===== config.mk =====
export PLATFORM = sky130hd
export DESIGN_NAME = id3v2_tag_text_extractor_core_flat
export DESIGN_NICKNAME = d
export VERILOG_FILES = /design/src/hdl/id3tte_pkg.sv /design/src/hdl/id3tte_if.sv /design/src/hdl/id3v2_tag_text_extractor_core.sv /design/src/flat_wrapper.sv
export SDC_FILE = /design/constraint.sdc
export NUM_CORES = 1
export LEC_CHECK = 0
export BUFFER_PORTS_ARGS = -buffer_cell sky130_fd_sc_hd__clkbuf_2
export CORE_UTILIZATION = 51
export CTS_BUF_LIST = sky130_fd_sc_hd__clkbuf_2
export CTS_CLUSTER_DIAMETER = 150
export DETAILED_ROUTE_END_ITERATION = 8
export PLACE_DENSITY = 0.69
export SLEW_MARGIN = 20
export SYNTH_ARGS = -nofsm -noshare
export SYNTH_HDL_FRONTEND = slang
export SYNTH_SLANG_ARGS = --single-unit

===== constraint.sdc =====
create_clock -name clock -period 5.6 [get_ports clock]
set_input_delay 0.56 -clock clock [delete_from_list [all_inputs] [get_ports clock]]
set_output_delay 0.56 -clock clock [all_outputs]
set_load 0.01 [all_outputs]

===== src/hdl/id3tte_pkg.sv =====
`timescale 1ns / 1ps

package id3tte_pkg;

   // byte window and text field limits
   localparam int WINDOW_BYTES = 4096;
   localparam int POS_W        = $clog2(WINDOW_BYTES + 1);
   localparam int TEXT_LEN     = 32;
   localparam int TEXT_IDX_W   = $clog2(TEXT_LEN);
   localparam logic [TEXT_IDX_W-1:0] TEXT_MAX = TEXT_IDX_W'(TEXT_LEN - 1);

   // frame header geometry
   localparam int HDR_DEPTH = 10;
   localparam int HDR_IDX_W = $clog2(HDR_DEPTH);
   localparam logic [3:0] HDR_LEN_LONG  = 4'd10;
   localparam logic [3:0] HDR_LEN_SHORT = 4'd6;
   localparam logic [7:0] VERSION_LONG_HDR = 8'd3;

   // tag start offsets
   localparam logic [POS_W-1:0] TAG_HDR_END  = POS_W'(9);
   localparam logic [POS_W-1:0] FIRST_FRAME  = POS_W'(10);

   // identifiers
   localparam logic [23:0] ID_ID3  = "ID3";
   localparam logic [23:0] ID_TT2  = "TT2";
   localparam logic [31:0] ID_TIT2 = "TIT2";
   localparam logic [23:0] ID_TP1  = "TP1";
   localparam logic [31:0] ID_TPE1 = "TPE1";
   localparam logic [23:0] ID_TAL  = "TAL";

   // result kinds
   localparam logic [1:0] KIND_TEXT   = 2'd0;
   localparam logic [1:0] KIND_HEADER = 2'd1;
   localparam logic [1:0] KIND_NOTAG  = 2'd2;

   // text targets
   localparam logic [1:0] FIELD_TITLE  = 2'd0;
   localparam logic [1:0] FIELD_ARTIST = 2'd1;
   localparam logic [1:0] FIELD_ALBUM  = 2'd2;
   localparam logic [1:0] FIELD_NONE   = 2'd3;

   typedef struct packed {
      logic [1:0]  result_kind;
      logic [1:0]  text_field;
      logic [4:0]  char_index;
      logic [7:0]  char_value;
      logic [27:0] audio_start;
      logic [7:0]  tag_version;
   } result_type;

endpackage


===== src/hdl/id3tte_if.sv =====
`timescale 1ns / 1ps

// input byte channel
interface id3tte_req_if;
   logic       valid;
   logic       ready;
   logic [7:0] data_byte;
   logic       first_byte;

   modport source (output valid, output data_byte, output first_byte, input ready);
   modport sink   (input valid, input data_byte, input first_byte, output ready);
endinterface

// result channel
interface id3tte_rsp_if;
   logic        valid;
   logic        ready;
   logic [1:0]  result_kind;
   logic [1:0]  text_field;
   logic [4:0]  char_index;
   logic [7:0]  char_value;
   logic [27:0] audio_start;
   logic [7:0]  tag_version;

   modport source (output valid, output result_kind, output text_field, output char_index,
                   output char_value, output audio_start, output tag_version, input ready);
   modport sink   (input valid, input result_kind, input text_field, input char_index,
                   input char_value, input audio_start, input tag_version, output ready);
endinterface


===== src/hdl/id3v2_tag_text_extractor_core.sv =====
`timescale 1ns / 1ps

// channel   dir   payload                                              role
// req_if    in    data_byte, first_byte                                file bytes from offset 0
// rsp_if    out   result_kind, text_field, char_index, char_value,     header, no-tag and
//                 audio_start, tag_version                             text character results
//
// one byte is taken per cycle while req_if.ready is high; its result is registered in the output slot, or in the skid
// slot while the output slot waits. the byte decode (tag header, frame header collector, text emitter) is a single pass
// of logic. two result slots (output register plus skid) keep req_if.ready high while one result waits
// req_if.ready drops only when both slots are full
// reset is synchronous and returns the parser to the tag header at offset 0

module id3v2_tag_text_extractor_core
   import id3tte_pkg::*;
(
   input  logic clock,
   input  logic reset,
   id3tte_req_if.sink   req_if,
   id3tte_rsp_if.source rsp_if
);

   typedef enum logic [1:0] {
      PH_HEADER,
      PH_NOTAG,
      PH_WALK,
      PH_DONE
   } phase_type;

   // parse state
   phase_type              phase_ff, phase_in;
   logic [POS_W-1:0]       pos_ff, pos_in;
   logic [7:0]             version_ff, version_in;
   logic [27:0]            tag_len_ff, tag_len_in;
   logic [7:0]             hdr_ff [HDR_DEPTH];
   logic [7:0]             hdr_in [HDR_DEPTH];
   logic [POS_W-1:0]       frame_pos_ff, frame_pos_in;
   logic [1:0]             target_ff, target_in;
   logic [TEXT_IDX_W-1:0]  count_ff, count_in;
   logic [TEXT_IDX_W-1:0]  limit_ff, limit_in;
   logic                   skip_ff, skip_in;

   // result slots
   result_type out_ff, skid_ff;
   logic       out_valid_ff, skid_valid_ff;
   result_type res;
   logic       produce;
   logic       accept;
   logic       pop;

   // decode helpers
   logic [POS_W-1:0]  cur_pos;
   phase_type         cur_phase;
   logic [1:0]        cur_target;
   logic [7:0]        b;
   logic [POS_W-1:0]  idx;
   logic [3:0]        hl;
   logic [31:0]       fsize;
   logic [1:0]        tgt;
   logic [TEXT_IDX_W-1:0] lim;
   logic [POS_W+1:0]  next_start;

   function automatic logic [POS_W-1:0] walk_limit(input logic [27:0] tl);
      if (tl < 28'(WINDOW_BYTES)) begin
         return tl[POS_W-1:0];
      end
      return POS_W'(WINDOW_BYTES);
   endfunction

   assign accept       = req_if.valid && req_if.ready;
   assign pop          = out_valid_ff && rsp_if.ready;
   assign req_if.ready = !skid_valid_ff;
   assign b            = req_if.data_byte;

   // byte decode
   always_comb begin
      cur_pos    = req_if.first_byte ? '0 : pos_ff;
      cur_phase  = req_if.first_byte ? PH_HEADER : phase_ff;
      cur_target = req_if.first_byte ? FIELD_NONE : target_ff;

      phase_in     = cur_phase;
      pos_in       = cur_pos;
      version_in   = version_ff;
      tag_len_in   = tag_len_ff;
      hdr_in       = hdr_ff;
      frame_pos_in = frame_pos_ff;
      target_in    = cur_target;
      count_in     = count_ff;
      limit_in     = limit_ff;
      skip_in      = skip_ff;
      produce      = 1'b0;
      res          = '0;
      idx          = cur_pos - frame_pos_ff;
      hl           = (version_ff >= VERSION_LONG_HDR) ? HDR_LEN_LONG : HDR_LEN_SHORT;
      fsize        = (hl == HDR_LEN_LONG) ? {hdr_ff[4], hdr_ff[5], hdr_ff[6], hdr_ff[7]}
                                          : {8'd0, hdr_ff[3], hdr_ff[4], b};
      next_start   = (POS_W+2)'(frame_pos_ff) + (POS_W+2)'(fsize[POS_W-1:0])
                     + (POS_W+2)'(hl);

      // frame id match
      if ({hdr_ff[0], hdr_ff[1], hdr_ff[2]} == ID_TT2 ||
          {hdr_ff[0], hdr_ff[1], hdr_ff[2], hdr_ff[3]} == ID_TIT2) begin
         tgt = FIELD_TITLE;
      end else if ({hdr_ff[0], hdr_ff[1], hdr_ff[2]} == ID_TP1 ||
                   {hdr_ff[0], hdr_ff[1], hdr_ff[2], hdr_ff[3]} == ID_TPE1) begin
         tgt = FIELD_ARTIST;
      end else if ({hdr_ff[0], hdr_ff[1], hdr_ff[2]} == ID_TAL) begin
         tgt = FIELD_ALBUM;
      end else begin
         tgt = FIELD_NONE;
      end

      // text length: frame size less the encoding byte, at most TEXT_MAX (also for size zero)
      if (fsize == 32'd0 || fsize > 32'(TEXT_LEN)) begin
         lim = TEXT_MAX;
      end else begin
         lim = TEXT_IDX_W'(fsize - 32'd1);
      end

      if (cur_pos < POS_W'(WINDOW_BYTES)) begin
         pos_in = cur_pos + POS_W'(1);
         case (cur_phase)
            PH_HEADER: begin
               if (cur_pos < POS_W'(3)) begin
                  hdr_in[HDR_IDX_W'(cur_pos[1:0])] = b;
                  if (cur_pos == POS_W'(2) && {hdr_ff[0], hdr_ff[1], b} != ID_ID3) begin
                     phase_in        = PH_NOTAG;
                     produce         = 1'b1;
                     res.result_kind = KIND_NOTAG;
                  end
               end else if (cur_pos == POS_W'(3)) begin
                  version_in = b;
               end else if (cur_pos >= POS_W'(6) && cur_pos <= TAG_HDR_END) begin
                  tag_len_in = {tag_len_ff[20:0], b[6:0]};
                  if (cur_pos == TAG_HDR_END) begin
                     produce         = 1'b1;
                     res.result_kind = KIND_HEADER;
                     res.audio_start = tag_len_in;
                     res.tag_version = version_ff;
                     frame_pos_in    = FIRST_FRAME;
                     phase_in        = (FIRST_FRAME < walk_limit(tag_len_in)) ? PH_WALK
                                                                               : PH_DONE;
                  end
               end
            end
            PH_WALK, PH_DONE: begin
               // text emitter of the frame found earlier
               if (cur_target != FIELD_NONE) begin
                  if (skip_ff) begin
                     skip_in = 1'b0;
                  end else if (b == 8'd0 || count_ff >= limit_ff) begin
                     target_in = FIELD_NONE;
                  end else begin
                     produce         = 1'b1;
                     res.result_kind = KIND_TEXT;
                     res.text_field  = cur_target;
                     res.char_index  = 5'(count_ff);
                     res.char_value  = b;
                     count_in        = count_ff + TEXT_IDX_W'(1);
                     if (count_in >= limit_ff) begin
                        target_in = FIELD_NONE;
                     end
                  end
               end
               // frame header collector
               if (cur_phase == PH_WALK && cur_pos >= frame_pos_ff &&
                   idx < POS_W'(hl)) begin
                  hdr_in[HDR_IDX_W'(idx)] = b;
                  if (idx == POS_W'(hl - 4'd1)) begin
                     if (tgt != FIELD_NONE) begin
                        count_in  = '0;
                        limit_in  = lim;
                        skip_in   = 1'b1;
                        target_in = (lim == '0) ? FIELD_NONE : tgt;
                     end
                     frame_pos_in = next_start[POS_W-1:0];
                     if (fsize[31:POS_W] != '0 ||
                         next_start >= (POS_W+2)'(walk_limit(tag_len_ff))) begin
                        phase_in = PH_DONE;
                     end
                  end
               end
            end
            default: begin
            end
         endcase
      end
   end

   // state and result slots
   always_ff @(posedge clock) begin
      if (reset) begin
         phase_ff      <= PH_HEADER;
         pos_ff        <= '0;
         version_ff    <= '0;
         tag_len_ff    <= '0;
         frame_pos_ff  <= FIRST_FRAME;
         target_ff     <= FIELD_NONE;
         count_ff      <= '0;
         limit_ff      <= '0;
         skip_ff       <= 1'b0;
         out_valid_ff  <= 1'b0;
         skid_valid_ff <= 1'b0;
      end else begin
         if (accept) begin
            phase_ff     <= phase_in;
            pos_ff       <= pos_in;
            version_ff   <= version_in;
            tag_len_ff   <= tag_len_in;
            frame_pos_ff <= frame_pos_in;
            target_ff    <= target_in;
            count_ff     <= count_in;
            limit_ff     <= limit_in;
            skip_ff      <= skip_in;
         end
         if (!out_valid_ff || pop) begin
            if (skid_valid_ff) begin
               out_valid_ff  <= 1'b1;
               skid_valid_ff <= 1'b0;
            end else begin
               out_valid_ff <= accept && produce;
            end
         end else if (accept && produce) begin
            skid_valid_ff <= 1'b1;
         end
      end
      // payload registers
      if (accept) begin
         hdr_ff <= hdr_in;
      end
      if (!out_valid_ff || pop) begin
         out_ff <= skid_valid_ff ? skid_ff : res;
      end else if (accept && produce) begin
         skid_ff <= res;
      end
   end

   assign rsp_if.valid       = out_valid_ff;
   assign rsp_if.result_kind = out_ff.result_kind;
   assign rsp_if.text_field  = out_ff.text_field;
   assign rsp_if.char_index  = out_ff.char_index;
   assign rsp_if.char_value  = out_ff.char_value;
   assign rsp_if.audio_start = out_ff.audio_start;
   assign rsp_if.tag_version = out_ff.tag_version;

`ifndef SYNTHESIS
   // the skid slot only fills behind a waiting output
   a_skid_behind_out: assert property (@(posedge clock) disable iff (reset)
      skid_valid_ff |-> out_valid_ff)
      else $error("skid slot full while output slot empty");

   // a walking parser always has its next frame inside the walk range
   a_walk_in_range: assert property (@(posedge clock) disable iff (reset)
      phase_ff == PH_WALK |-> frame_pos_ff < walk_limit(tag_len_ff))
      else $error("frame start beyond walk limit while walking");

   // an active text emitter has characters left
   a_count_below_limit: assert property (@(posedge clock) disable iff (reset)
      target_ff != FIELD_NONE |-> count_ff < limit_ff)
      else $error("text emitter active with no characters left");

   // character index never reaches TEXT_MAX, one below the field length
   a_index_range: assert property (@(posedge clock) disable iff (reset)
      out_valid_ff && out_ff.result_kind == KIND_TEXT |-> out_ff.char_index != TEXT_MAX)
      else $error("text character index out of range");

   // a transfer that yields a result leaves the output slot valid in the next cycle
   a_result_follows: assert property (@(posedge clock) disable iff (reset)
      accept && produce |=> out_valid_ff)
      else $error("result lost after input transfer");
`endif

endmodule

===== src/flat_wrapper.sv =====
// flat-port wrapper written by rule: the top's interface ports become plain ports
module id3v2_tag_text_extractor_core_flat import id3tte_pkg::*;
  (clock, reset, req_if_valid, req_if_data_byte, req_if_first_byte, req_if_ready, rsp_if_valid, rsp_if_result_kind, rsp_if_text_field, rsp_if_char_index, rsp_if_char_value, rsp_if_audio_start, rsp_if_tag_version, rsp_if_ready);
  id3tte_req_if req_if_i ();
  id3tte_rsp_if rsp_if_i ();
  input  logic clock;
  input  logic reset;
  input wire logic [$bits(req_if_i.valid)-1:0] req_if_valid;
  input wire logic [$bits(req_if_i.data_byte)-1:0] req_if_data_byte;
  input wire logic [$bits(req_if_i.first_byte)-1:0] req_if_first_byte;
  output wire logic [$bits(req_if_i.ready)-1:0] req_if_ready;
  output wire logic [$bits(rsp_if_i.valid)-1:0] rsp_if_valid;
  output wire logic [$bits(rsp_if_i.result_kind)-1:0] rsp_if_result_kind;
  output wire logic [$bits(rsp_if_i.text_field)-1:0] rsp_if_text_field;
  output wire logic [$bits(rsp_if_i.char_index)-1:0] rsp_if_char_index;
  output wire logic [$bits(rsp_if_i.char_value)-1:0] rsp_if_char_value;
  output wire logic [$bits(rsp_if_i.audio_start)-1:0] rsp_if_audio_start;
  output wire logic [$bits(rsp_if_i.tag_version)-1:0] rsp_if_tag_version;
  input wire logic [$bits(rsp_if_i.ready)-1:0] rsp_if_ready;
  assign req_if_i.valid = req_if_valid;
  assign req_if_i.data_byte = req_if_data_byte;
  assign req_if_i.first_byte = req_if_first_byte;
  assign req_if_ready = req_if_i.ready;
  assign rsp_if_valid = rsp_if_i.valid;
  assign rsp_if_result_kind = rsp_if_i.result_kind;
  assign rsp_if_text_field = rsp_if_i.text_field;
  assign rsp_if_char_index = rsp_if_i.char_index;
  assign rsp_if_char_value = rsp_if_i.char_value;
  assign rsp_if_audio_start = rsp_if_i.audio_start;
  assign rsp_if_tag_version = rsp_if_i.tag_version;
  assign rsp_if_i.ready = rsp_if_ready;
  id3v2_tag_text_extractor_core u_core (.clock(clock), .reset(reset), .req_if(req_if_i), .rsp_if(rsp_if_i));
endmodule

-- Word level (Yosys, flattened, before mapping)
Index checks and enable logic that the tools add are counted.
W data, S select, Z words.
- output and inout port bits: 55
- register bits after elaboration: 265
- bits of input ports: 13
- logic and storage cells: 228
- bitwise gates (word level): 5
- order comparisons: 18
- add/subtract/negate cells: 7
- multiplexer cells: 111
- reductions and logical operators: 32
- eq/ne operators: 22
- operators by type and width (operator ; number):
    $mux W13 ; 22
    $mux W36 ; 5
    $bwmux W80 ; 2
    $mux W80 ; 2
    $pmux W80 S2 ; 1
    $mux W53 ; 2
    $eq A24 B23 Y1 const B ; 3
    $demux W8 S4 ; 2
    $eq A32 B31 Y1 const B ; 2
    $lt A28 B13 Y1 const B ; 2
    $mux W2 ; 27
    $mux W5 ; 7
    $mux W17 ; 2
    $gt A32 B6 Y1 const B ; 1
    $logic_not A32 Y1 ; 1
    $mux W32 ; 1
    $mux W15 ; 2
    $mux W1 ; 29
    $eq A13 B2 Y1 const B ; 2
    $pmux W13 S2 ; 1
    $ne A24 B23 Y1 const B ; 1
    $reduce_bool A19 Y1 ; 1
    $mux W8 ; 2
    $add A15 B4 Y15 ; 1
    other kinds (43) ; 74

-- Logic depth before layout (Yosys ltp)
Gate-level depths: netlist of the first run.
- word-level depth: 23
- depth in mapped cells: 25

-- Worst setup path before layout of the first run
OpenSTA, ideal clock, no wires.
- path kind: input-to-reg
- start point: input port req_if_first_byte
- end point: register u_core.skid_ff[0] (netlist name) (enable)
- arrival time: 4.718 ns
- cell stages on the path: 10
- data required time: 5.131 ns
- path buffers: 2
- slack: 0.413 ns
- cell sequence: buf_4 > nor2b_1 > ha_1 > inv_1 > or4_1 > nor2_1 > clkbuf_1 > inv_1 > a31oi_1 > nor2b_1
- cells in the longest elaborated chain, start to end: 10
- elaborated cells on any way between the ends: 27
- ends and longest elaborated chain (item ; RTL line ; source):
    start: declaration ; flat_wrapper.sv:10 ; input wire logic [$bits(req_if_i.first_byte)-1:0] req_if_first_byte;
    $mux W13 ; id3v2_tag_text_extractor_core.sv:77 ; cur_pos = req_if.first_byte ? '0 : pos_ff;
    $ge A13 B3 Y1, or another cell as far along ; id3v2_tag_text_extractor_core.sv:133 ; end else if (cur_pos >= POS_W'(6) && cur_pos <= TAG_HDR_END) begin
    $logic_and A1 B1 Y1 / $mux W1 (equally long branches) ; id3v2_tag_text_extractor_core.sv:133, id3v2_tag_text_extractor_core.sv:135 ;
    $mux W1 ; id3v2_tag_text_extractor_core.sv:133 ;
    $mux W1 ; id3v2_tag_text_extractor_core.sv:131 ; end else if (cur_pos == POS_W'(3)) begin
    $mux W1 ; id3v2_tag_text_extractor_core.sv:124 ; if (cur_pos < POS_W'(3)) begin
    $pmux W1 S2 ; id3v2_tag_text_extractor_core.sv:122 ; case (cur_phase)
    $mux W1 * ; id3v2_tag_text_extractor_core.sv:120 ; if (cur_pos < POS_W'(WINDOW_BYTES)) begin
    $logic_and A1 B1 Y1 * ; id3v2_tag_text_extractor_core.sv:233 ; end else if (accept && produce) begin
    $reduce_and A2 Y1 (no source line) * ; -- ;
    end signal: assignment ; id3v2_tag_text_extractor_core.sv:234 ; skid_ff <= res;
    end: declaration ; id3v2_tag_text_extractor_core.sv:44 ; result_type out_ff, skid_ff;
Mark *: on every way between the ends. The rest lies on a longest branch, timed or not.
A chain may end at the register's enable or synchronous reset.

-- Worst setup path in the final report of the first run
- start point: register u_core.version_ff[3]
- end point: register u_core.phase_ff[0]
- cells in the longest elaborated chain, start to end: 13
- elaborated cells on any way between the ends: 18
- ends and longest elaborated chain (item ; RTL line ; source):
    start: declaration ; id3v2_tag_text_extractor_core.sv:33 ; logic [7:0] version_ff, version_in;
    start signal: assignment ; id3v2_tag_text_extractor_core.sv:208 ; version_ff <= version_in;
    $ge A8 B2 Y1 * ; id3v2_tag_text_extractor_core.sv:94 ; hl = (version_ff >= VERSION_LONG_HDR) ? HDR_LEN_LONG : HDR_LEN_SHORT;
    $mux W4 * ; id3v2_tag_text_extractor_core.sv:94 ;
    $eq A4 B4 Y1 ; id3v2_tag_text_extractor_core.sv:95 ; fsize = (hl == HDR_LEN_LONG) ? {hdr_ff[4], hdr_ff[5], hdr_ff[6], hdr_ff[7]}
    $mux W32 ; id3v2_tag_text_extractor_core.sv:95 ;
    $add A13 B13 Y14 ; id3v2_tag_text_extractor_core.sv:97 ; next_start = (POS_W+2)'(frame_pos_ff) + (POS_W+2)'(fsize[POS_W-1:0])
    $add A15 B4 Y15 ; id3v2_tag_text_extractor_core.sv:98 ; + (POS_W+2)'(hl);
    $ge A15 B13 Y1 ; id3v2_tag_text_extractor_core.sv:178 ; next_start >= (POS_W+2)'(walk_limit(tag_len_ff))) begin
    $logic_or A1 B1 Y1 ; id3v2_tag_text_extractor_core.sv:177 ; if (fsize[31:POS_W] != '0 ||
    $mux W2 ; id3v2_tag_text_extractor_core.sv:177 ;
    $mux W2 ; id3v2_tag_text_extractor_core.sv:169 ; if (idx == POS_W'(hl - 4'd1)) begin
    $mux W2 * ; id3v2_tag_text_extractor_core.sv:166 ; if (cur_phase == PH_WALK && cur_pos >= frame_pos_ff &&
    $pmux W2 S2 * ; id3v2_tag_text_extractor_core.sv:122 ;
    $mux W2 * ; id3v2_tag_text_extractor_core.sv:120 ;
    end signal: assignment ; id3v2_tag_text_extractor_core.sv:206 ; phase_ff <= phase_in;
    end: declaration ; id3v2_tag_text_extractor_core.sv:31 ; phase_type phase_ff, phase_in;
Marked as above.

==> run_results.csv, run 1 <==
group,metric,value,unit
sta,post-route-min-period,5188,ps
synth,synth_warnings,0,
pwr,power_switching,845.0,µW
synth,ys_ff_latch,249,
sta,maxSlewHeadroom,29.17,%
synth,synthArstFlopShare,0,%
sta,post-route-period-util,92.65,%
floorplanning,die_w,162.7,µm
placement,globalplace.congestion,0.9218,
synth,synth_edf_count,170,
synth,synth_area,13170,µm²
placement,dpl.hpwl,22720,µm
drt,postRouteAntennaNets,0,
synth,synth_mux_area_share,5.566,%
floorplanning,pin_count,68,
clock_tree,clock_path_buffers,3,
synth,synthAdderAreaFrac,6.154,%
synth,syn_inst,1282,
floorplanning,die-area,26480,µm²
grt,grt.total_usage,24.11,%
pwr,pwr-share-comb,5.3,%
floorplanning,core,25250,µm²
grt,grt_max_degree,57,
synth,syn_area_per_cell,10.28,µm²
sta,hold_violations,0,
clock_tree,cts_made_buffers,60,
synth,synth_fp_nets,1358,
clock_tree,clockRootBuffer,"clkbuf_2",
synth,synth_flop_cell,"edfxtp_1",
synth,synthXorXnorAreaFrac,2.460,%
sta,max_freq,192.7,MHz
synth,synth_compound_area_share,8.766,%
floorplanning,die_h,162.7,µm
clock_tree,cts.htree.levels,2,
synth,synth_top_family_by_area,"simple AND/OR/NAND/NOR gates",
pwr,leakage,0.006015,µW
sta,finalSetupViolCount,0,
sta,finalClockSkew,82.58,ps
grt,grt_most_used_layer,"met2",
critical_path,critPathArrivalTime,5920,ps
clock_tree,cts_sinks,249,
pwr,clkPwrFrac,35.9,%
sta,setup_tns,0,ps
floorplanning,rows,58,
sta,maxSlewViolCount,0,
drt,wire_per_inst,17.88,µm
grt,grt_pass1_vias,9402,
synth,yosysSeqAreaShare,50.76,%
pwr,p_int,2482,µW
cells_and_area,post-route-util,57.31,%
drt,drc,0,
drt,drt_iter0_drc,842,
sta,tightest_slew,1054,ps
cells_and_area,final_nets,1462,
floorplanning,start_util,52.17,%
pwr,p_seq_share,58.9,%
critical_path,crit_path_start_kind,"flip-flop",
worst_hold_path,hold_path.class,"in -> reg",
synth,synth_simple_gate_area_share,23.16,%
drt,num_vias,9985,
clock_tree,clkSlewWorstSetupHoldPaths,110,ps
run_status,status,"completed",
cells_and_area,drive_gt1_share,17.33,%
clock_tree,clk_latency,910,ps
pwr,power.density,229.9,nW/µm²
grt,grt_pass1_wl,49900,µm
drt,via_per_inst,5.648,
synth,ys_types,81,
grt,use_met3,3.616,%
sta,rsz0062_at_grt,"false",
clock_tree,cts_tree,"yes",
critical_path,critPathRequiredTime,6330,ps
pwr,irDropWorstVdd,116.8,µV
drt,dr.pass1.iters,5,
critical_path,end_kind,"flip-flop",
grt,gr-usage-met1,34.27,%
critical_path,cp_max_fo,5,
cells_and_area,area_growth,9.868,%
grt,overflow,0,
placement,portBuffers,67,
run,drv_cap,0,
pwr,power_switching_share,25.40,%
drt,routed_wl,31610,µm
grt,antenna_found_initial,1,
grt,met2_usage,37.50,%
critical_path,crit_type,"reg -> reg",
[layout make-up]
cell class                      count  area (µm²)
Fill cell                        2180       10780
Sequential cell                   249        6686
Multi-Input combinational cell    933        6102
Timing Repair Buffer               92       523.0
Clock buffer                       99       495.5
Tap cell                          330       412.9
Inverter                           50       187.7
Clock inverter                     14       63.81
Antenna cell                        1       2.502
[metrics by stage]
stage          cell area, µm²  setup WS [ps]  std cells  hold WS [ps]  power (µW)
6_report                14470          411.8       1768         270.4        3327
5_1_grt                 14470          54.62       1768         234.5        3462
3_5_place_dp            13890          368.9       1654         490.7        2173
3_3_place_gp            13890          472.1       1654         478.3        2171
2_1_floorplan           13170          413.1       1282         464.2        2113
4_1_cts                 14450          290.1       1767         220.5        3345
[path summary, 6_finish.rpt]
check                                          start                             to  slack, ps  depth (start not counted)
worst max-delay path            u_core.version_ff[3]             u_core.phase_ff[0]        410                         20
worst min-delay path             req_if_data_byte[5]           u_core.version_ff[5]        270                          4
worst max register to register  u_core.version_ff[3]             u_core.phase_ff[0]        410                         20
worst min register to register    u_core.skid_ff[21]  u_core.rsp_if.audio_start[13]        510                          2
[logic make-up (layout without fill, tap and decap cells)]
kind of cell               after synthesis  in the layout
AOI/OAI and AO/OA                      178            178
xor gates and xnor gates                37             37
adders and majority gates               63             63
buffers and inverters                  100            255
DFF                                    249            249
muxes                                   70             70
other                                    0              1
and+or+nand+nor                        585            585
[metal layers]
layer | part of all wire (%) | vias up
li1 | - | 4856
met1 | 47 | 4777
met2 | 45 | 301
met3 | 5.6 | 51
met4 | 2.2 | 0
met5 | 0 | -
[synthesized netlist by cell type (all sizes together) (19+ instances only)]
| cell | number | area share, % |
|---|---|---|
| nor4 | 30 | 1.7 |
| mux2 | 26 | 2.2 |
| ha | 60 | 5.7 |
| nor3 | 20 | 0.76 |
| clkbuf | 38 | 1.2 |
| o21ai | 42 | 1.6 |
| edfxtp | 170 | 39 |
| nand4 | 22 | 1.1 |
| nand2 | 185 | 5.3 |
| nand3 | 29 | 1.2 |
| mux2i | 44 | 3.3 |
| dfxtp | 79 | 12 |
| and2 | 119 | 5.7 |
| nor2 | 100 | 2.9 |
| inv | 49 | 1.4 |
| a21oi | 52 | 2.0 |
| xnor2 | 19 | 1.3 |
[sequential cells by signal, indices dropped and copies added (netlist names), 8 cells and up]
signal	flops
u_core.rsp_if.char_value	8
u_core.tag_len_ff	28
u_core.rsp_if.audio_start	28
u_core.hdr_ff	64
u_core.skid_ff	53
u_core.rsp_if.tag_version	8
u_core.frame_pos_ff	13
u_core.version_ff	8
u_core.pos_ff	13
[worst max-delay path, stage by stage (launching register included)]
cell	delay [ps]
dfxtp_1	340
nor4_2	400
nand2_2	210
mux2_2	350
ha_1	220
fa_1	420
a211oi_1	520
nor2_1	130
nor2_1	190
nand3b_1	130
or3b_1	440
or3_1	410
xnor2_1	220
ha_1	280
a21oi_1	130
nor2b_1	60
o21ai_0	170
nand2_1	70
nor3_1	140
nand2_1	70
a21o_1	150
[cell usage in the layout, fill, tap and decap left out, drive strengths merged, types with 4 or more instances in the layout]
| master | instances |
|---|---|
| clkbuf | 166 |
| o211ai | 4 |
| a22oi | 4 |
| ha | 60 |
| a21o | 14 |
| nor2 | 100 |
| nand2b | 10 |
| nor4 | 30 |
| o21ai | 42 |
| mux2i | 44 |
| nand4b | 6 |
| xnor2 | 19 |
| buf | 25 |
| or4 | 4 |
| nor2b | 18 |
| dfxtp | 79 |
| mux2 | 26 |
| a31oi | 7 |
| a2111oi | 6 |
| nand2 | 185 |
| or3 | 5 |
| a21oi | 52 |
| nor3 | 20 |
| o21a | 5 |
| and3 | 16 |
| edfxtp | 170 |
| nand3 | 29 |
| nor4bb | 4 |
| inv | 51 |
| and2 | 119 |
| xor2 | 18 |
| a211oi | 16 |
| clkinv | 13 |
| nand4 | 22 |
[power by group through the flow]
stage / clock (µW) / sequential (µW) / combinational [µW]
2_1_floorplan: 0 / 2000 / 113
3_3_place_gp: 0 / 2000 / 170
3_5_place_dp: 0 / 2000 / 172
4_1_cts: 1210 / 1960 / 173
5_1_grt: 1310 / 1960 / 192
6_report: 1190 / 1960 / 175
[what timing repair did]
item	CTS	global route
resized for setup	0	4
endpoints found under the hold margin	0	0
endpoints found under the setup margin	0	1
hold buffers	0	0
setup buffers	0	0
Note: power is estimated with default switching activity, not from simulation.
==> inputs of run 2 (changes only) <==
--- a/config.mk
+++ b/config.mk
@@ -5,13 +5,13 @@
 export SDC_FILE = /design/constraint.sdc
 export NUM_CORES = 1
 export LEC_CHECK = 0
+export ABC_AREA = 1
 export BUFFER_PORTS_ARGS = -buffer_cell sky130_fd_sc_hd__clkbuf_2
 export CORE_UTILIZATION = 51
 export CTS_BUF_LIST = sky130_fd_sc_hd__clkbuf_2
 export CTS_CLUSTER_DIAMETER = 150
 export DETAILED_ROUTE_END_ITERATION = 8
 export PLACE_DENSITY = 0.69
-export SLEW_MARGIN = 20
 export SYNTH_ARGS = -nofsm -noshare
 export SYNTH_HDL_FRONTEND = slang
 export SYNTH_SLANG_ARGS = --single-unit
==> run 2 against run 1 <==
  * Via count increased by 14%
  * Cell count rose by 21%
  * Highest routed layer unchanged
  * Final area grew 4.9%
  * Utilization shrank 0.83 points
  * Largest power group unchanged
==> run_results.csv, run 2 <==
group,metric,value,unit
run_status,status,"completed",
drt,postRouteAntennaNets,0,
synth,synth_fp_nets,1712,
sta,finalClockSkew,89.86,ps
clock_tree,hold_buffers,0,
floorplanning,start_util,51.83,%
synth,synthArstFlopShare,0,%
worst_hold_path,min_to,"u_core.skid_valid_ff",
worst_hold_path,hold_depth,4,
critical_path,crit_type,"reg -> reg",
floorplanning,core,26880,µm²
critical_path,cp_slowest_cell,"nor2_2",
clock_tree,cts_made_buffers,66,
pwr,leakage,0.006617,µW
sta,max_freq,196.9,MHz
sta,tightest_slew,942.9,ps
worst_hold_path,hold_path.class,"in -> reg",
critical_path,end_kind,"flip-flop",
grt,grt.total_usage,24.88,%
placement,dpl.hpwl,25320,µm
critical_path,r2r_cells,31,
critical_path,regToRegSetupSlack,520,ps
synth,syn_inst,1636,
floorplanning,die_w,167.3,µm
drt,wire_per_inst,16.12,µm
grt,grt_max_degree,56,
synth,yosysSeqAreaShare,48.00,%
critical_path,r2r-end,"u_core.phase_ff[0]",
synth,yosys-top-cells-count,"nand2_1 (291), nor2_1 (255), inv_1 (230), edfxtp_1 (170), a21oi_1 (92)",
synth,synth_flop_cell,"edfxtp_1",
clock_tree,post_cts_buffers,0,
synth,synth_top_area_cell,"edfxtp_1",
synth,synth_top_family_by_area,"simple AND/OR/NAND/NOR gates",
grt,overflow,0,
sta,setup_tns,0,ps
cells_and_area,largest_reg_flops,64,
synth,synth_edf_count,170,
cells_and_area,ff_latch_area,6688,µm²
clock_tree,cts_tree,"yes",
drt,dr.pass1.iters,5,
cells_and_area,mostFrequentLayoutCells,"nand2_1 (291), nor2_1 (254), inv_1 (229), clkbuf_2 (171), edfxtp_1 (170)",
critical_path,critPathRequiredTime,6330,ps
sta,post-route-period-util,90.68,%
synth,synth.area.top_cells,"edfxtp_1 (37%), dfxtp_1 (11%), nand2_1 (7.8%)",
cells_and_area,layout_commonest_cell,"nand2_1",
critical_path,critPathArrivalTime,5810,ps
drt,drc,0,
synth,synth_mux_area_share,2.910,%
pwr,irDropWorstVdd,106.3,µV
critical_path,cp_max_fo,11,
drt,via_per_inst,5.324,
grt,grt_pass1_wl,54990,µm
worst_hold_path,min-delay-start,"rsp_if_ready",
floorplanning,rows,60,
sta,rsz0062_at_grt,"false",
cells_and_area,final_nets,1816,
critical_path,crit_path_frequent_cell,"nand2_1",
synth,syn_area_per_cell,8.515,µm²
clock_tree,clock_path_buffers,3,
floorplanning,die_h,167.3,µm
critical_path,critPathMaxStageDelay,470,ps
synth,ys_types,54,
clock_tree,clkSlewWorstSetupHoldPaths,140,ps
cells_and_area,top_register,"u_core.hdr_ff",
critical_path,cp-startpoint,"u_core.version_ff[3]",
synth,synth_warnings,0,
drt,routed_wl,34390,µm
run,drv_cap,0,
cells_and_area,area_growth,8.972,%
synth,synth_area,13930,µm²
critical_path,cp_top_family,"simple AND/OR/NAND/NOR gates",
cells_and_area,final_area,15180,µm²
sta,hold_violations,0,
synth,ys_ff_latch,249,
placement,portBuffers,67,
sta,post-route-min-period,5078,ps
clock_tree,clk_latency,850,ps
synth,yosysTopAreaCellShare,36.64,%
synth,synth_simple_gate_area_share,25.77,%
placement,globalplace.congestion,0.9132,
synth,yosysMostFrequentCell,"nand2_1",
sta,maxSlewViolCount,0,
floorplanning,die-area,27980,µm²
synth,synth_compound_area_share,7.922,%
cells_and_area,largestRegisters,"u_core.hdr_ff x64, u_core.skid_ff x53",
sta,maxSlewHeadroom,37.14,%
sta,fin_ws,521.9,ps
clock_tree,cts.htree.levels,3,
clock_tree,cts_resized,0,
clock_tree,clockRootBuffer,"clkbuf_2",
grt,grt_pass1_vias,10680,
drt,drt_iter0_drc,854,
grt,antenna_found_initial,1,
critical_path,cp_num_buf_inv,4,
cells_and_area,post-route-util,56.49,%
placement,placed_area,14560,µm²
drt,num_vias,11360,
synth,synthXorXnorAreaFrac,1.195,%
critical_path,crit_path_start_kind,"flip-flop",
cells_and_area,multi_input_area,6083,µm²
critical_path,r2r-start,"u_core.version_ff[3]",
cells_and_area,fillers,2497,
synth,synthAdderAreaFrac,5.820,%
cells_and_area,drive_gt1_share,16.69,%
pwr,power.density,229.6,nW/µm²
placement,preCtsSetupSlack,526.7,ps
floorplanning,pin_count,68,
clock_tree,cts_sinks,249,
sta,finalSetupViolCount,0,
-- run 2: cell types whose count changed in the layout (fill, tap and decap cells not counted), sizes merged, moves of 42 or more --
cell   delta
a21oi    +42
and2    -116
inv     +187
mux2i    -44
nand2   +112
nand3    +43
nor2    +195
-- run 2: area by class of cell --
cell class	count	area share [%]
sequential	249	44.05
multi-input combinational	1099	40.07
inverter	243	6.050
clock buffer	104	3.429
timing repair buffer	81	2.901
tap	341	2.811
clock inverter	15	0.6676
antenna	1	0.01648
-- run 2: metrics by stage --
step | cells | power [µW] | hold WS (ps)
finish | 2133 | 3486 | 52.82
global route | 2133 | 3638 | 10.25
CTS | 2132 | 3524 | 2.185
detailed placement | 2013 | 2229 | 456.3
global placement | 2013 | 2224 | 456.4
floorplan | 1636 | 2158 | 430.3
-- run 2: worst reg2reg max path, delay by kind of cell, from the launching register on --
| kind | cells | cell delay [ps] |
|---|---|---|
| simple gates | 17 | 2300 |
| fa+ha+maj | 3 | 1020 |
| compound gates | 5 | 770 |
| flops | 1 | 330 |
| xor+xnor | 2 | 320 |
| buf+inv | 4 | 270 |
-- run 2: cells by family (layout without fill, tap and decap cells) --
family | count (synthesis) | count (layout)
AOI/OAI and AO/OA | 203 | 203
xor gates and xnor gates | 19 | 19
adders and majority gates | 63 | 63
buffers and inverters | 288 | 443
DFF | 249 | 249
muxes | 36 | 36
other | 0 | 1
and+or+nand+nor | 778 | 778
-- run 2: worst max-delay path by stage --
stage	endpoint	cells after the start	slack, ps
detailed placement	u_core.phase_ff[0]	30	530
global route	u_core.phase_ff[0]	31	40
CTS	u_core.phase_ff[0]	31	510
finish	u_core.phase_ff[0]	31	520
global placement	u_core.phase_ff[0]	31	630
floorplan	u_core.skid_ff[0]	12	1010
-- run 2: metal layers --
layer / global-route usage, % / part of all wire [%] / vias to the layer above
li1: - / - / 5666
met1: 34.00 / 46 / 5262
met2: 40.49 / 46 / 377
met3: 4.420 / 6.6 / 51
met4: 7.180 / 1.7 / 0
met5: 0 / 0 / -
-- run 2: report_power, final --
part / internal, µW / switching (µW) / leakage, µW
clock network: 539 / 759 / 0.000474
logic: 65.3 / 159 / 0.00379
registers: 1960 / 6.26 / 0.00235
==> inputs of run 3 (changes only) <==
--- a/config.mk
+++ b/config.mk
@@ -11,6 +11,7 @@
 export CTS_BUF_LIST = sky130_fd_sc_hd__clkbuf_2
 export CTS_CLUSTER_DIAMETER = 150
 export DETAILED_ROUTE_END_ITERATION = 8
+export MAX_ROUTING_LAYER = met4
 export PLACE_DENSITY = 0.69
 export SYNTH_ARGS = -nofsm -noshare
 export SYNTH_HDL_FRONTEND = slang
==> run 3 against run 2 <==
  * Total power is 1.9% higher
  * Largest cell class unchanged
  * First-iteration DRC count rose by 12%
  * Sequential power is essentially flat
  * Utilization rose by 0.16 points
  * Combinational power barely moved
  * Clock power is 5% higher
  * Sequential share of layout area down 0.12 points
  * Clock skew down 25 ps
  * Largest power group unchanged
  * Non-clock buffer count unchanged
  * Worst hold slack improved by 46 ps
  * Flip-flop and latch count did not move
==> run_results.csv, run 3 (same netlist as run 2, synthesis figures left out) <==
group,metric,value,unit
run_status,status,"completed",
clock_tree,clockRootBuffer,"clkbuf_2",
critical_path,end_kind,"flip-flop",
sta,maxSlewViolCount,0,
placement,dpl.hpwl,25800,µm
cells_and_area,top_register,"u_core.hdr_ff",
sta,max_freq,196.8,MHz
sta,hold_violations,0,
drt,postRouteAntennaNets,0,
sta,maxSlewHeadroom,34.73,%
grt,grt.total_usage,26.10,%
clock_tree,clk_latency,850,ps
clock_tree,cts_sinks,249,
sta,finalSetupViolCount,0,
sta,setup_tns,0,ps
drt,routed_wl,35140,µm
critical_path,crit_type,"reg -> reg",
sta,finalClockSkew,64.42,ps
clock_tree,cts_made_buffers,68,
cells_and_area,final_nets,1818,
worst_hold_path,hold_path.class,"in -> reg",
critical_path,critPathRequiredTime,6300,ps
grt,overflow,0,
sta,rsz0062_at_grt,"false",
cells_and_area,drive_gt1_share,16.96,%
worst_hold_path,hold_depth,3,
critical_path,crit_path_frequent_cell,"nand2_1",
sta,post-route-min-period,5082,ps
floorplanning,start_util,51.83,%
clock_tree,post_cts_buffers,0,
critical_path,r2r-start,"u_core.version_ff[0]",
grt,antenna_found_initial,1,
cells_and_area,mostFrequentLayoutCells,"nand2_1 (291), nor2_1 (254), inv_1 (229), clkbuf_2 (179), edfxtp_1 (170)",
sta,whs,99.01,ps
critical_path,cp_max_fo,18,
critical_path,r2r-end,"u_core.phase_ff[0]",
critical_path,r2r_cells,30,
cells_and_area,largest_reg_flops,64,
clock_tree,clkSlewWorstSetupHoldPaths,120,ps
floorplanning,rows,60,
placement,portBuffers,67,
worst_hold_path,min_to,"u_core.tag_len_ff[3]",
grt,grt_pass1_vias,10750,
floorplanning,core,26880,µm²
placement,globalplace.congestion,0.9263,
sta,post-route-period-util,90.75,%
drt,drc,0,
pwr,power.density,233.3,nW/µm²
drt,drt_iter0_drc,955,
clock_tree,cts_tree,"yes",
drt,num_vias,11400,
pwr,leakage,0.006651,µW
grt,grt_pass1_wl,55530,µm
grt,grt_max_degree,56,
critical_path,cp-startpoint,"u_core.version_ff[0]",
critical_path,critPathArrivalTime,5780,ps
cells_and_area,area_growth,9.278,%
critical_path,cp_slowest_cell,"o21ai_0",
cells_and_area,layout_commonest_cell,"nand2_1",
clock_tree,cts.htree.levels,3,
floorplanning,die-area,27980,µm²
floorplanning,die_w,167.3,µm
worst_hold_path,min-delay-start,"req_if_data_byte[3]",
critical_path,regToRegSetupSlack,520,ps
drt,wire_per_inst,16.42,µm
cells_and_area,largestRegisters,"u_core.hdr_ff x64, u_core.skid_ff x53",
sta,tightest_slew,979.1,ps
pwr,irDropWorstVdd,123.1,µV
floorplanning,die_h,167.3,µm
clock_tree,clock_path_buffers,3,
drt,via_per_inst,5.325,
drt,dr.pass1.iters,7,
critical_path,critPathMaxStageDelay,430,ps
critical_path,crit_path_start_kind,"flip-flop",
floorplanning,pin_count,68,
run,drv_cap,0,
[run 3: changes by cell type in the layout (fill, tap and decap cells not counted)]
cell           previous run  this run
clkinv_4                  1         2
clkinvlp_4                3         2
clkinv_2                  3         1
clkbuf_2                171       179
buf_4                    14        13
dlygate4sd3_1             0         1
inv_6                     1         2
[run 3: metal layers]
metal	GRT usage (%)	vias to the layer above	routed length [µm]	share of wire, %
li1	-	5692	-	-
met1	34.53	5256	16150	46
met2	40.62	385	16050	46
met3	4.656	62	2164	6.2
met4	8.656	0	769	2.2
met5	-	-	0	0
[run 3: worst max-delay path: cells and delay by family, from the launching register on]
| family | cells | cell delay [ps] |
|---|---|---|
| buffers and inverters | 5 | 480 |
| xor gates and xnor gates | 2 | 340 |
| DFF | 1 | 330 |
| adders and majority gates | 3 | 1020 |
| and+or+nand+nor | 15 | 1770 |
| AOI/OAI and AO/OA | 5 | 970 |
[run 3: worst max-delay path by stage]
| stage | endpoint | slack [ps] | cells after the start |
|---|---|---|---|
| 6_report | u_core.phase_ff[0] | 520 | 30 |
| 5_1_grt | u_core.phase_ff[0] | 20 | 31 |
| 4_1_cts | u_core.phase_ff[0] | 540 | 30 |
| 3_5_place_dp | u_core.phase_ff[0] | 570 | 31 |
| 3_3_place_gp | u_core.phase_ff[0] | 690 | 31 |
| 2_1_floorplan | u_core.skid_ff[0] | 1010 | 12 |
[run 3: cell type report]
type,instances,area (µm²)
fillers,2460,11650
flip-flops and latches,249,6688
multi-input cells,1099,6083
inverters,243,918.4
clock buffers,112,560.5
repair buffers,81,442.9
well taps,341,426.7
clock inverters,14,101.3
diodes,1,2.502
[run 3: where the power goes]
part	switching, µW	internal, µW	leakage [µW]	total, µW
sequential	6.12	1960	0.00235	1960
clock	787	576	0.000508	1360
combinational	159	65.8	0.00379	225
total	952	2600	0.00665	3550
[run 3: metrics by stage]
step                      cell area [µm²]  util (%)  cells  setup slack [ps]  power [µW]
after floorplan                     13930         -   1636              1010        2158
after global placement              14550     54.13   2012             687.1        2225
after detailed placement            14550     54.13   2012             573.3        2229
after CTS                           15220     56.63   2139             538.0        3579
after global routing                15220     56.64   2140             15.25        3700
final                               15220     56.64   2140             518.2        3552
[run 3: timing repair]
| item | CTS | global route |
|---|---|---|
| resized for setup | 0 | 0 |
| hold buffers | 1 | 0 |
| hold endpoints to repair | 1 | 0 |
